`src/hw/rtl/multi_policy_burst_scheduler_assert.svh`:
```
// ----------------------------------------------------------------------------
// Assertion macros for the burst scheduler
// ----------------------------------------------------------------------------
`ifndef MULTI_POLICY_BURST_SCHEDULER_ASSERT_SVH
`define MULTI_POLICY_BURST_SCHEDULER_ASSERT_SVH
// Check that a condition implies a consequence on the same edge
`define MPBS_ASSERT_IMP(label, clk, rst_n, cond, cons) \
label: assert property (@(posedge clk) disable iff (!rst_n) (cond) |-> (cons)) \
else $error("assertion failed");
// Check that a condition implies a consequence on the next edge
`define MPBS_ASSERT_NEXT(label, clk, rst_n, cond, cons) \
label: assert property (@(posedge clk) disable iff (!rst_n) (cond) |=> (cons)) \
else $error("assertion failed");
`endif

```
`src/hw/rtl/mpbs_pkg.sv`:
```
// ----------------------------------------------------------------------------
// mpbs_pkg
// Shared types and constants of the burst scheduler.
// ----------------------------------------------------------------------------
`default_nettype none
package mpbs_pkg;
    localparam int THREADS     = 16;
    localparam int QUEUE_DEPTH = 64;
    localparam int QW = $clog2(QUEUE_DEPTH);
    localparam int CW = $clog2(QUEUE_DEPTH + 1);
    localparam int TW = $clog2(THREADS);
    localparam int VW = 40;
    localparam logic [VW-1:0] VR_MAX = {VW{1'b1}};

    localparam logic [1:0] POL_FCFS = 2'd0;
    localparam logic [1:0] POL_SJF  = 2'd1;
    localparam logic [1:0] POL_PRIO = 2'd2;
    localparam logic [1:0] POL_VRT  = 2'd3;

    localparam logic [1:0] ST_ENQ   = 2'd0;
    localparam logic [1:0] ST_DISP  = 2'd1;
    localparam logic [1:0] ST_EMPTY = 2'd2;
    localparam logic [1:0] ST_FULL  = 2'd3;

    localparam int EW = 31;

    typedef struct packed {
        logic        req;
        logic [4:0]  thread;
        logic [9:0]  burst;
        logic [15:0] length;
    } cmd_t;
endpackage
`default_nettype wire

```
`src/hw/rtl/mpbs_ram.sv`:
```
// ----------------------------------------------------------------------------
// mpbs_ram
// Generic single-port write, single read RAM with registered read.
// ----------------------------------------------------------------------------
`default_nettype none
module mpbs_ram #(
    parameter int WIDTH = 8,
    parameter int DEPTH = 16
) (
    input  wire logic                     clk,
    input  wire logic                     we,
    input  wire logic [$clog2(DEPTH)-1:0] waddr,
    input  wire logic [WIDTH-1:0]         wdata,
    input  wire logic [$clog2(DEPTH)-1:0] raddr,
    output logic      [WIDTH-1:0]         rdata
);
    logic [WIDTH-1:0] mem [DEPTH];

    // Write and read the array
    always_ff @(posedge clk)
    begin
        if (we)
        begin
            mem[waddr] <= wdata;
        end
        rdata <= mem[raddr];
    end
endmodule
`default_nettype wire

```
`src/hw/rtl/mpbs_front.sv`:
```
// ----------------------------------------------------------------------------
// mpbs_front
// Accepts items and holds them in a two-entry queue for the engine.
// ----------------------------------------------------------------------------
`default_nettype none
module mpbs_front (
    input  wire logic          clk,
    input  wire logic          rst_n,
    input  wire logic          in_valid,
    output logic               in_ready,
    input  wire mpbs_pkg::cmd_t in_cmd,
    output logic               q_valid,
    input  wire logic          q_pop,
    output mpbs_pkg::cmd_t     q_cmd
);
    mpbs_pkg::cmd_t slot_reg [2];
    logic       rd_reg, wr_reg;
    logic [1:0] cnt_reg;

    assign in_ready = (cnt_reg != 2'd2);
    assign q_valid  = (cnt_reg != 2'd0);
    assign q_cmd    = slot_reg[rd_reg];

    // Hold payload
    always_ff @(posedge clk)
    begin
        if (in_valid && in_ready)
        begin
            slot_reg[wr_reg] <= in_cmd;
        end
    end

    // Advance pointers
    always_ff @(posedge clk or negedge rst_n)
    begin
        if (!rst_n)
        begin
            rd_reg  <= 1'b0;
            wr_reg  <= 1'b0;
            cnt_reg <= 2'd0;
        end
        else
        begin
            if (in_valid && in_ready)
            begin
                wr_reg <= ~wr_reg;
            end
            if (q_pop && q_valid)
            begin
                rd_reg <= ~rd_reg;
            end
            cnt_reg <= cnt_reg + {1'b0, in_valid && in_ready} - {1'b0, q_pop && q_valid};
        end
    end
endmodule
`default_nettype wire

```
`src/hw/rtl/mpbs_engine.sv`:
```
// ----------------------------------------------------------------------------
// mpbs_engine
// Runs each command: append, scan for the pick, compact, update runtime.
// ----------------------------------------------------------------------------
`default_nettype none
`include "multi_policy_burst_scheduler_assert.svh"
module mpbs_engine (
    input  wire logic           clk,
    input  wire logic           rst_n,
    input  wire logic [1:0]     policy,
    input  wire logic           q_valid,
    output logic                q_pop,
    input  wire mpbs_pkg::cmd_t q_cmd,
    output logic                out_valid,
    input  wire logic           out_ready,
    output logic [1:0]          out_status,
    output logic [4:0]          out_thread,
    output logic [9:0]          out_burst,
    output logic [15:0]         out_length
);
    localparam int QW = mpbs_pkg::QW;
    localparam int CW = mpbs_pkg::CW;
    localparam int VW = mpbs_pkg::VW;
    localparam int EW = mpbs_pkg::EW;

    localparam logic [2:0] S_IDLE  = 3'd0;
    localparam logic [2:0] S_SCAN  = 3'd1;
    localparam logic [2:0] S_PICK  = 3'd2;
    localparam logic [2:0] S_MOVE  = 3'd3;
    localparam logic [2:0] S_VMUL  = 3'd4;
    localparam logic [2:0] S_VADD  = 3'd5;
    localparam logic [2:0] S_OUT   = 3'd6;

    logic [2:0]    state_reg;
    logic [CW-1:0] count_reg;
    logic [CW-1:0] idx_reg;      // address issued
    logic          rv_reg;       // read data valid for addr rdi_reg
    logic [QW-1:0] rdi_reg;
    logic [31:0]   seen_reg;
    logic [CW-1:0] distinct_reg;
    logic          have_reg;
    logic          stop_reg;
    logic [QW-1:0] best_reg;
    logic [15:0]   best_len_reg;
    logic [4:0]    best_thr_reg;
    logic [9:0]    best_bur_reg;
    logic [VW-1:0] best_vr_reg;
    logic [VW-1:0] vr_reg [mpbs_pkg::THREADS];
    logic [VW-1:0] add_reg;
    logic          out_valid_reg;
    logic [1:0]    st_reg;
    logic [4:0]    ot_reg;
    logic [9:0]    ob_reg;
    logic [15:0]   ol_reg;

    logic          we;
    logic [QW-1:0] waddr, raddr;
    logic [EW-1:0] wdata, rdata;
    logic [4:0]    r_thr;
    logic [9:0]    r_bur;
    logic [15:0]   r_len;
    logic [VW-1:0] r_vr;
    logic          r_ok;
    logic          zero_hit;

    assign r_thr = rdata[EW-1 -: 5];
    assign r_bur = rdata[25:16];
    assign r_len = rdata[15:0];
    assign r_ok  = (r_thr >= 5'd1) && ({1'b0, r_thr} <= 6'(mpbs_pkg::THREADS));
    assign r_vr  = r_ok ? vr_reg[mpbs_pkg::TW'(r_thr - 5'd1)] : mpbs_pkg::VR_MAX;

    mpbs_ram #(.WIDTH(EW), .DEPTH(mpbs_pkg::QUEUE_DEPTH)) u_ram (
        .clk(clk), .we(we), .waddr(waddr), .wdata(wdata), .raddr(raddr), .rdata(rdata)
    );

    // Drive RAM ports
    always_comb
    begin
        we    = 1'b0;
        waddr = count_reg[QW-1:0];
        wdata = {q_cmd.thread, q_cmd.burst, q_cmd.length};
        raddr = idx_reg[QW-1:0];
        // Read the head entry while idle, the picked entry once the scan is over
        if (state_reg == S_IDLE)
        begin
            raddr = '0;
        end
        else if (state_reg == S_PICK && !rv_reg)
        begin
            raddr = best_reg;
        end
        if (state_reg == S_IDLE && q_valid && !out_valid_reg && !q_cmd.req
            && count_reg != CW'(mpbs_pkg::QUEUE_DEPTH))
        begin
            we = 1'b1;
        end
        else if (state_reg == S_MOVE && rv_reg)
        begin
            we    = 1'b1;
            waddr = rdi_reg - QW'(1);
            wdata = rdata;
        end
    end

    assign zero_hit = (r_vr == '0);
    assign q_pop    = (state_reg == S_IDLE) && q_valid && !out_valid_reg;

    assign out_valid  = out_valid_reg;
    assign out_status = st_reg;
    assign out_thread = ot_reg;
    assign out_burst  = ob_reg;
    assign out_length = ol_reg;

    // Sequence each command
    always_ff @(posedge clk or negedge rst_n)
    begin
        if (!rst_n)
        begin
            state_reg     <= S_IDLE;
            count_reg     <= '0;
            idx_reg       <= '0;
            rv_reg        <= 1'b0;
            rdi_reg       <= '0;
            out_valid_reg <= 1'b0;
            for (int k = 0; k < mpbs_pkg::THREADS; k++)
            begin
                vr_reg[k] <= '0;
            end
        end
        else
        begin
            if (out_valid_reg && out_ready)
            begin
                out_valid_reg <= 1'b0;
            end
            case (state_reg)
                S_IDLE:
                begin
                    if (q_pop)
                    begin
                        ot_reg <= '0;
                        ob_reg <= '0;
                        ol_reg <= '0;
                        if (!q_cmd.req)
                        begin
                            if (count_reg == CW'(mpbs_pkg::QUEUE_DEPTH))
                            begin
                                st_reg <= mpbs_pkg::ST_FULL;
                            end
                            else
                            begin
                                st_reg    <= mpbs_pkg::ST_ENQ;
                                count_reg <= count_reg + CW'(1);
                            end
                            out_valid_reg <= 1'b1;
                        end
                        else if (count_reg == '0)
                        begin
                            st_reg        <= mpbs_pkg::ST_EMPTY;
                            out_valid_reg <= 1'b1;
                        end
                        else
                        begin
                            idx_reg      <= CW'(1);
                            rdi_reg      <= '0;
                            rv_reg       <= 1'b1;
                            seen_reg     <= '0;
                            distinct_reg <= '0;
                            have_reg     <= 1'b0;
                            stop_reg     <= (policy == mpbs_pkg::POL_FCFS);
                            best_reg     <= '0;
                            state_reg    <= S_SCAN;
                        end
                    end
                end
                S_SCAN:
                begin
                    // Evaluate entry rdi_reg, issue next address
                    if (!stop_reg && !seen_reg[r_thr]
                        && distinct_reg != CW'(mpbs_pkg::THREADS))
                    begin
                        seen_reg[r_thr] <= 1'b1;
                        distinct_reg    <= distinct_reg + CW'(1);
                        have_reg        <= 1'b1;
                        case (policy)
                            mpbs_pkg::POL_SJF:
                            begin
                                if (!have_reg || r_len < best_len_reg)
                                begin
                                    best_reg <= rdi_reg; best_len_reg <= r_len;
                                end
                            end
                            mpbs_pkg::POL_PRIO:
                            begin
                                if (!have_reg || r_thr < best_thr_reg)
                                begin
                                    best_reg <= rdi_reg; best_thr_reg <= r_thr;
                                end
                            end
                            default:
                            begin
                                if (zero_hit)
                                begin
                                    best_reg <= rdi_reg; stop_reg <= 1'b1;
                                end
                                else if (!have_reg || r_vr <= best_vr_reg)
                                begin
                                    best_reg <= rdi_reg; best_vr_reg <= r_vr;
                                end
                            end
                        endcase
                    end
                    if ({1'b0, rdi_reg} + CW'(1) >= count_reg)
                    begin
                        state_reg <= S_PICK;
                        rv_reg    <= 1'b0;
                    end
                    else
                    begin
                        rdi_reg <= rdi_reg + QW'(1);
                        idx_reg <= idx_reg + CW'(1);
                    end
                    if ({1'b0, rdi_reg} + CW'(1) >= count_reg)
                    begin
                        idx_reg <= {1'b0, best_reg};
                    end
                end
                S_PICK:
                begin
                    // Read the picked entry, then start reading the one after it
                    if (rv_reg)
                    begin
                        best_thr_reg <= r_thr;
                        best_bur_reg <= r_bur;
                        best_len_reg <= r_len;
                        idx_reg      <= {1'b0, best_reg} + CW'(2);
                        rdi_reg      <= best_reg + QW'(1);
                        rv_reg       <= ({1'b0, best_reg} + CW'(1) < count_reg);
                        state_reg    <= S_MOVE;
                    end
                    else
                    begin
                        idx_reg <= {1'b0, best_reg} + CW'(1);
                        rv_reg  <= 1'b1;
                    end
                end
                S_MOVE:
                begin
                    // Shift later entries down by one
                    if (rv_reg && {1'b0, rdi_reg} + CW'(1) < count_reg)
                    begin
                        rdi_reg <= rdi_reg + QW'(1);
                        idx_reg <= idx_reg + CW'(1);
                    end
                    else
                    begin
                        rv_reg    <= 1'b0;
                        count_reg <= count_reg - CW'(1);
                        add_reg   <= VW'(32'(best_len_reg)
                                         * (32'd7 + 32'd3 * 32'(best_thr_reg)));
                        state_reg <= S_VMUL;
                    end
                end
                S_VMUL:
                begin
                    state_reg <= S_VADD;
                end
                S_VADD:
                begin
                    if (policy == mpbs_pkg::POL_VRT && best_thr_reg >= 5'd1
                        && {1'b0, best_thr_reg} <= 6'(mpbs_pkg::THREADS))
                    begin
                        if (add_reg >= mpbs_pkg::VR_MAX
                            - vr_reg[mpbs_pkg::TW'(best_thr_reg - 5'd1)])
                        begin
                            vr_reg[mpbs_pkg::TW'(best_thr_reg - 5'd1)] <= mpbs_pkg::VR_MAX;
                        end
                        else
                        begin
                            vr_reg[mpbs_pkg::TW'(best_thr_reg - 5'd1)] <=
                                vr_reg[mpbs_pkg::TW'(best_thr_reg - 5'd1)] + add_reg;
                        end
                    end
                    state_reg <= S_OUT;
                end
                S_OUT:
                begin
                    st_reg        <= mpbs_pkg::ST_DISP;
                    ot_reg        <= best_thr_reg;
                    ob_reg        <= best_bur_reg;
                    ol_reg        <= best_len_reg;
                    out_valid_reg <= 1'b1;
                    state_reg     <= S_IDLE;
                end
                default:
                begin
                    state_reg <= S_IDLE;
                end
            endcase
        end
    end

    `MPBS_ASSERT_IMP(a_pop_idle, clk, rst_n, q_pop, state_reg == S_IDLE)
    `MPBS_ASSERT_IMP(a_cnt_max, clk, rst_n, 1'b1, count_reg <= CW'(mpbs_pkg::QUEUE_DEPTH))
    `MPBS_ASSERT_NEXT(a_out_hold, clk, rst_n, out_valid && !out_ready,
        out_valid && $stable(out_status))
endmodule
`default_nettype wire

```
`src/hw/rtl/multi_policy_burst_scheduler.sv`:
```
// ----------------------------------------------------------------------------
// multi_policy_burst_scheduler
// Ready queue of CPU bursts with four dispatch policies.
// ----------------------------------------------------------------------------
// Usage:
//   s_axis carries one item per request; tuser holds req_type, tdata holds,
//   from bit 0, thread, burst number and burst length. m_axis returns one
//   result per item: status in tuser, the picked burst in tdata.
//   A two-entry queue sits before the engine, so items are taken while a
//   result waits. An enqueue, empty or full answer is registered by the
//   engine when it pops the item from that queue.
//   A dispatch scans the queued entries through the entry RAM, one per
//   cycle, reads the pick, compacts the tail one entry per cycle, passes
//   the VMUL and VADD states, updating the picked thread's runtime under
//   the VRT policy, and registers the result in the OUT state.
//   The policy register sits at byte address 0 of the APB port.
//   Reset empties the queue, clears all runtimes and sets FCFS. When
//   m_axis_tready is low the result is held and the engine stops before
//   the next item; the input queue then fills and s_axis_tready drops.
// ----------------------------------------------------------------------------
`default_nettype none
module multi_policy_burst_scheduler (
    input  wire logic        clk,
    input  wire logic        rst_n,
    input  wire logic        s_axis_tvalid,
    output logic             s_axis_tready,
    input  wire logic [0:0]  s_axis_tuser,  // req_type
    input  wire logic [31:0] s_axis_tdata,  // thread, burst, burst_length
    output logic             m_axis_tvalid,
    input  wire logic        m_axis_tready,
    output logic [1:0]       m_axis_tuser,  // status
    output logic [31:0]      m_axis_tdata,  // picked_thread, picked burst, picked_length
    input  wire logic        psel,
    input  wire logic        penable,
    input  wire logic        pwrite,
    input  wire logic        paddr,
    input  wire logic [31:0] pwdata,
    output logic [31:0]      prdata,
    output logic             pready
);
    logic [1:0]     policy_reg;
    mpbs_pkg::cmd_t in_cmd, q_cmd;
    logic           q_valid, q_pop;
    logic [1:0]     st;
    logic [4:0]     th;
    logic [9:0]     bu;
    logic [15:0]    le;

    assign in_cmd = {s_axis_tuser[0], s_axis_tdata[4:0], s_axis_tdata[14:5],
                     s_axis_tdata[30:15]};

    assign pready = 1'b1;
    assign prdata = paddr ? 32'd0 : {30'd0, policy_reg};

    // Write policy register
    always_ff @(posedge clk or negedge rst_n)
    begin
        if (!rst_n)
        begin
            policy_reg <= mpbs_pkg::POL_FCFS;
        end
        else if (psel && penable && pwrite && !paddr)
        begin
            policy_reg <= pwdata[1:0];
        end
    end

    mpbs_front u_front (
        .clk(clk), .rst_n(rst_n), .in_valid(s_axis_tvalid), .in_ready(s_axis_tready),
        .in_cmd(in_cmd), .q_valid(q_valid), .q_pop(q_pop), .q_cmd(q_cmd)
    );

    mpbs_engine u_engine (
        .clk(clk), .rst_n(rst_n), .policy(policy_reg), .q_valid(q_valid), .q_pop(q_pop),
        .q_cmd(q_cmd), .out_valid(m_axis_tvalid), .out_ready(m_axis_tready),
        .out_status(st), .out_thread(th), .out_burst(bu), .out_length(le)
    );

    assign m_axis_tuser = st;
    assign m_axis_tdata = {1'b0, le, bu, th};
endmodule
`default_nettype wire

```
`config.mk`:
```
export PLATFORM = sky130hd
export DESIGN_NAME = multi_policy_burst_scheduler
export DESIGN_NICKNAME = d
export VERILOG_FILES = /design/src/hw/rtl/mpbs_pkg.sv /design/src/hw/rtl/mpbs_ram.sv /design/src/hw/rtl/mpbs_front.sv /design/src/hw/rtl/mpbs_engine.sv /design/src/hw/rtl/multi_policy_burst_scheduler.sv
export VERILOG_INCLUDE_DIRS = /design/src /design/src/hw/rtl
export SDC_FILE = /design/constraint.sdc
export NUM_CORES = 2
export LEC_CHECK = 0
export BUFFER_PORTS_ARGS = -buffer_cell sky130_fd_sc_hd__buf_2
export CAP_MARGIN = 25
export CELL_PAD_IN_SITES_DETAIL_PLACEMENT = 0
export CELL_PAD_IN_SITES_GLOBAL_PLACEMENT = 1
export CORE_AREA = 2 2 538 540
export DETAILED_ROUTE_END_ITERATION = 8
export DIE_AREA = 0 0 540 542
export PLACE_DENSITY_LB_ADDON = 0.1
export SLEW_MARGIN = 10
export SYNTH_ARGS = -nofsm -noshare
export SYNTH_HDL_FRONTEND = slang
export SYNTH_HIERARCHICAL = 1
export SYNTH_SLANG_ARGS = --single-unit
export TNS_END_PERCENT = 5
```
`constraint.sdc`:
```
create_clock -name clk -period 9.3 [get_ports clk]
set_input_delay 2.79 -clock clk [delete_from_list [all_inputs] [get_ports clk]]
set_output_delay 2.79 -clock clk [all_outputs]
set_load 0.05 [all_outputs]
```
==> run_results.csv <==
group,metric,value,unit
status,outcome,"complete, no violations",
placement,dpl_cell_area,134000,um^2
floorplanning,dieWidth,540,um
detailed_routing,firstDrtPassIters,5,
timing,final-max-slew-violation-count,0,
detailed_routing,wl,359,mm
timing,slew_headroom,0.236,
timing,hold_viol,0,
detailed_routing,vias,71639,
timing,fin_setup_tns,0,ps
timing,post-route-min-period,7090,ps
floorplanning,boundaryPins,142,
timing,skew,76.6,ps
layout,syn_to_final_growth,12.3,%
layout,largest_register_ffs,1984,
synth,synth_compound_area_frac,0.0578,
synth,yosysSeqAreaShare,0.654,
run,maxCapViolCount,0,
clocking,clock_path_buffers,4,
clocking,clkLatencyLatePin,930,ps
clocking,clockRootBuffer,"clkbuf_16",
synth,ys_seq_elements,2924,
critical_path,cp.required,9900,ps
placement,gp_congestion,0.822,
clocking,ctsHoldBuffers,0,
floorplanning,rows,197,
global_route,overflow,0,
clocking,cts_made_buffers,323,
detailed_routing,route.detailed.drc,0,
detailed_routing,drtAntennaViolNets,0,
synth,yosys.area_share.simple,0.0550,
timing,rsz0062_at_grt,"no",
detailed_routing,wl_per_cell,29.4,um
floorplanning,die_h,542,um
placement,hpwl,208,mm
synth,synthMuxAreaShare,0.171,
synth,async_flop_share,0.229,
synth,synth_ff_type,"edfxtp_1",
synth,syn_inst,8016,
detailed_routing,drtIter0Drc,6077,
synth,yosys_warnings,6,
clocking,post_cts_resize_count,0,
global_route,grt_max_degree,181,
layout,nFillCells,23977,
timing,max_slew.worst_pin.slew,1140,ps
placement,io_buffers,78,
synth,synth_fa_ha_area_frac,0.0299,
global_route,grt_pass1_vias,73856,
global_route,grt_usage,0.245,
clocking,post_cts_buffers,0,
synth,synth_top_family_by_area,"multiplexers",
pwr,p_leak,51.5,nW
synth,syn_area_per_cell,16.0,um^2
synth,ys_types,102,
timing,fin_crit_sh,0.762,
clocking,clkSlewWorstSetupHoldPaths,60,ps
worst_hold_path,hold_class,"flop to flop",
timing,max_freq,0.141,GHz
timing,timing.hold.ws,439,ps
clocking,clock-sinks,2924,
layout,layout_commonest_cell,"edfxtp_1",
synth,synth_edf_count,2223,
critical_path,crit_slowest_cell,"o41ai_1",
layout,final_nets,8495,
layout,final_cell_mix,"2223 x edfxtp_1, 804 x mux4_2, 670 x dfrtp_1, 587 x nor2_1, 434 x a21oi_1",
clocking,cts_max_level,5,
timing,layout_setup_ws,2210,ps
global_route,grt_pass1_wl,521,mm
floorplanning,initial_core_util,0.448,
critical_path,end_kind,"flop",
layout,final_area,144000,um^2
critical_path,crit_fanout,89,
floorplanning,die-area,293000,um^2
layout,drive_above_1_share,0.221,
pwr,ir_drop,0.000840,V
timing,finalSetupViolCount,0,
placement,dpl_worst_slack,2140,ps
critical_path,start_kind,"flop",
synth,synthXorXnorAreaFrac,0.00564,
global_route,antenna_found_initial,13,
critical_path,critPathArrivalTime,7690,ps
detailed_routing,routed_via_density,5.87,
pwr,power_density,386,nW/um^2
clocking,cts_tree,"yes",
floorplanning,core-area,287000,um^2
synth,synth_area,129000,um^2
critical_path,critPathMaxStageDelay,670,ps
critical_path,critPathKind,"flop to flop",
==> synth_stat cells (101+ instances only) <==
cell type	instances	area [um^2]
edfxtp_1	2223	66800
mux4_2	804	18100
dfrtp_1	670	16800
and2_1	107	669
o21ai_0	101	505
a22oi_1	114	856
ha_1	192	2400
a21oi_1	442	2210
inv_1	195	732
nor2_1	654	2450
mux2i_1	252	2520
clkbuf_1	290	1090
o21ai_1	312	1560
buf_2	130	651
nand2_1	446	1670
==> report_power, final <==
group	leakage, nW	switching [mW]	internal, mW
combinational	16.9	16.0	9.71
sequential	29.6	0.551	17.0
clock	5.03	5.24	7.19
total	51.5	21.8	33.9
==> routing by layer <==
layer,global-route usage,wire (um)
met1,0.321,148000
met2,0.422,181000
met3,0.0273,16400
met4,0.0904,14200
met5,0,0
==> final cells by class <==
type,instances,area (um^2),area share
Clock buffer,413,8730,0.0604
Inverter,198,743,0.00514
Timing Repair Buffer,340,2730,0.0189
Tap cell,3781,4730,0.0327
Antenna cell,7,17.5,0.000121
Clock inverter,171,1440,0.00994
Sequential cell,2924,84100,0.582
Multi-Input combinational cell,4371,41900,0.290
==> through the flow <==
stage	utilization	total power, mW	cells
after floorplan	-	35.3	8046
after global placement	0.467	43.6	11578
after detailed placement	0.468	43.9	11598
after CTS	0.503	56.4	12182
after global routing	0.503	59.0	12200
final	0.504	55.7	12205
==> logic make-up after synthesis <==
kind of cell               Yosys count
AOI/OAI and AO/OA                 1269
other                                2
buffers and inverters              751
xor gates and xnor gates            79
and+or+nand+nor                   1573
DFF                               2924
muxes                             1154
adders and majority gates          264
==> path summary, 6_finish.rpt <==
path | startpoint | end | slack, ps | cells after the start
max | u_engine/best_thr_reg[0] | u_engine/add_reg[20] | 2210 | 25
min | u_engine/u_ram/rdata[20] | u_engine/best_bur_reg[4] | 440 | 0
max reg2reg | u_engine/best_thr_reg[0] | u_engine/add_reg[20] | 2210 | 25
min reg2reg | u_engine/u_ram/rdata[20] | u_engine/best_bur_reg[4] | 440 | 0
max in group asynchronous | rst_n | u_engine/vr_reg[64] | 4760 | 4
min in group asynchronous | rst_n | u_engine/vr_reg[166] | 1810 | 1
==> worst max-delay path, delay by kind of cell, from the launching register on <==
| family | cells | cell delay (ps) |
|---|---|---|
| buffers and inverters | 6 | 990 |
| DFF | 1 | 390 |
| adders and majority gates | 6 | 2940 |
| xor gates and xnor gates | 2 | 200 |
| and+or+nand+nor | 5 | 580 |
| AOI/OAI and AO/OA | 6 | 1710 |
Power figures use the tool's default switching activity.
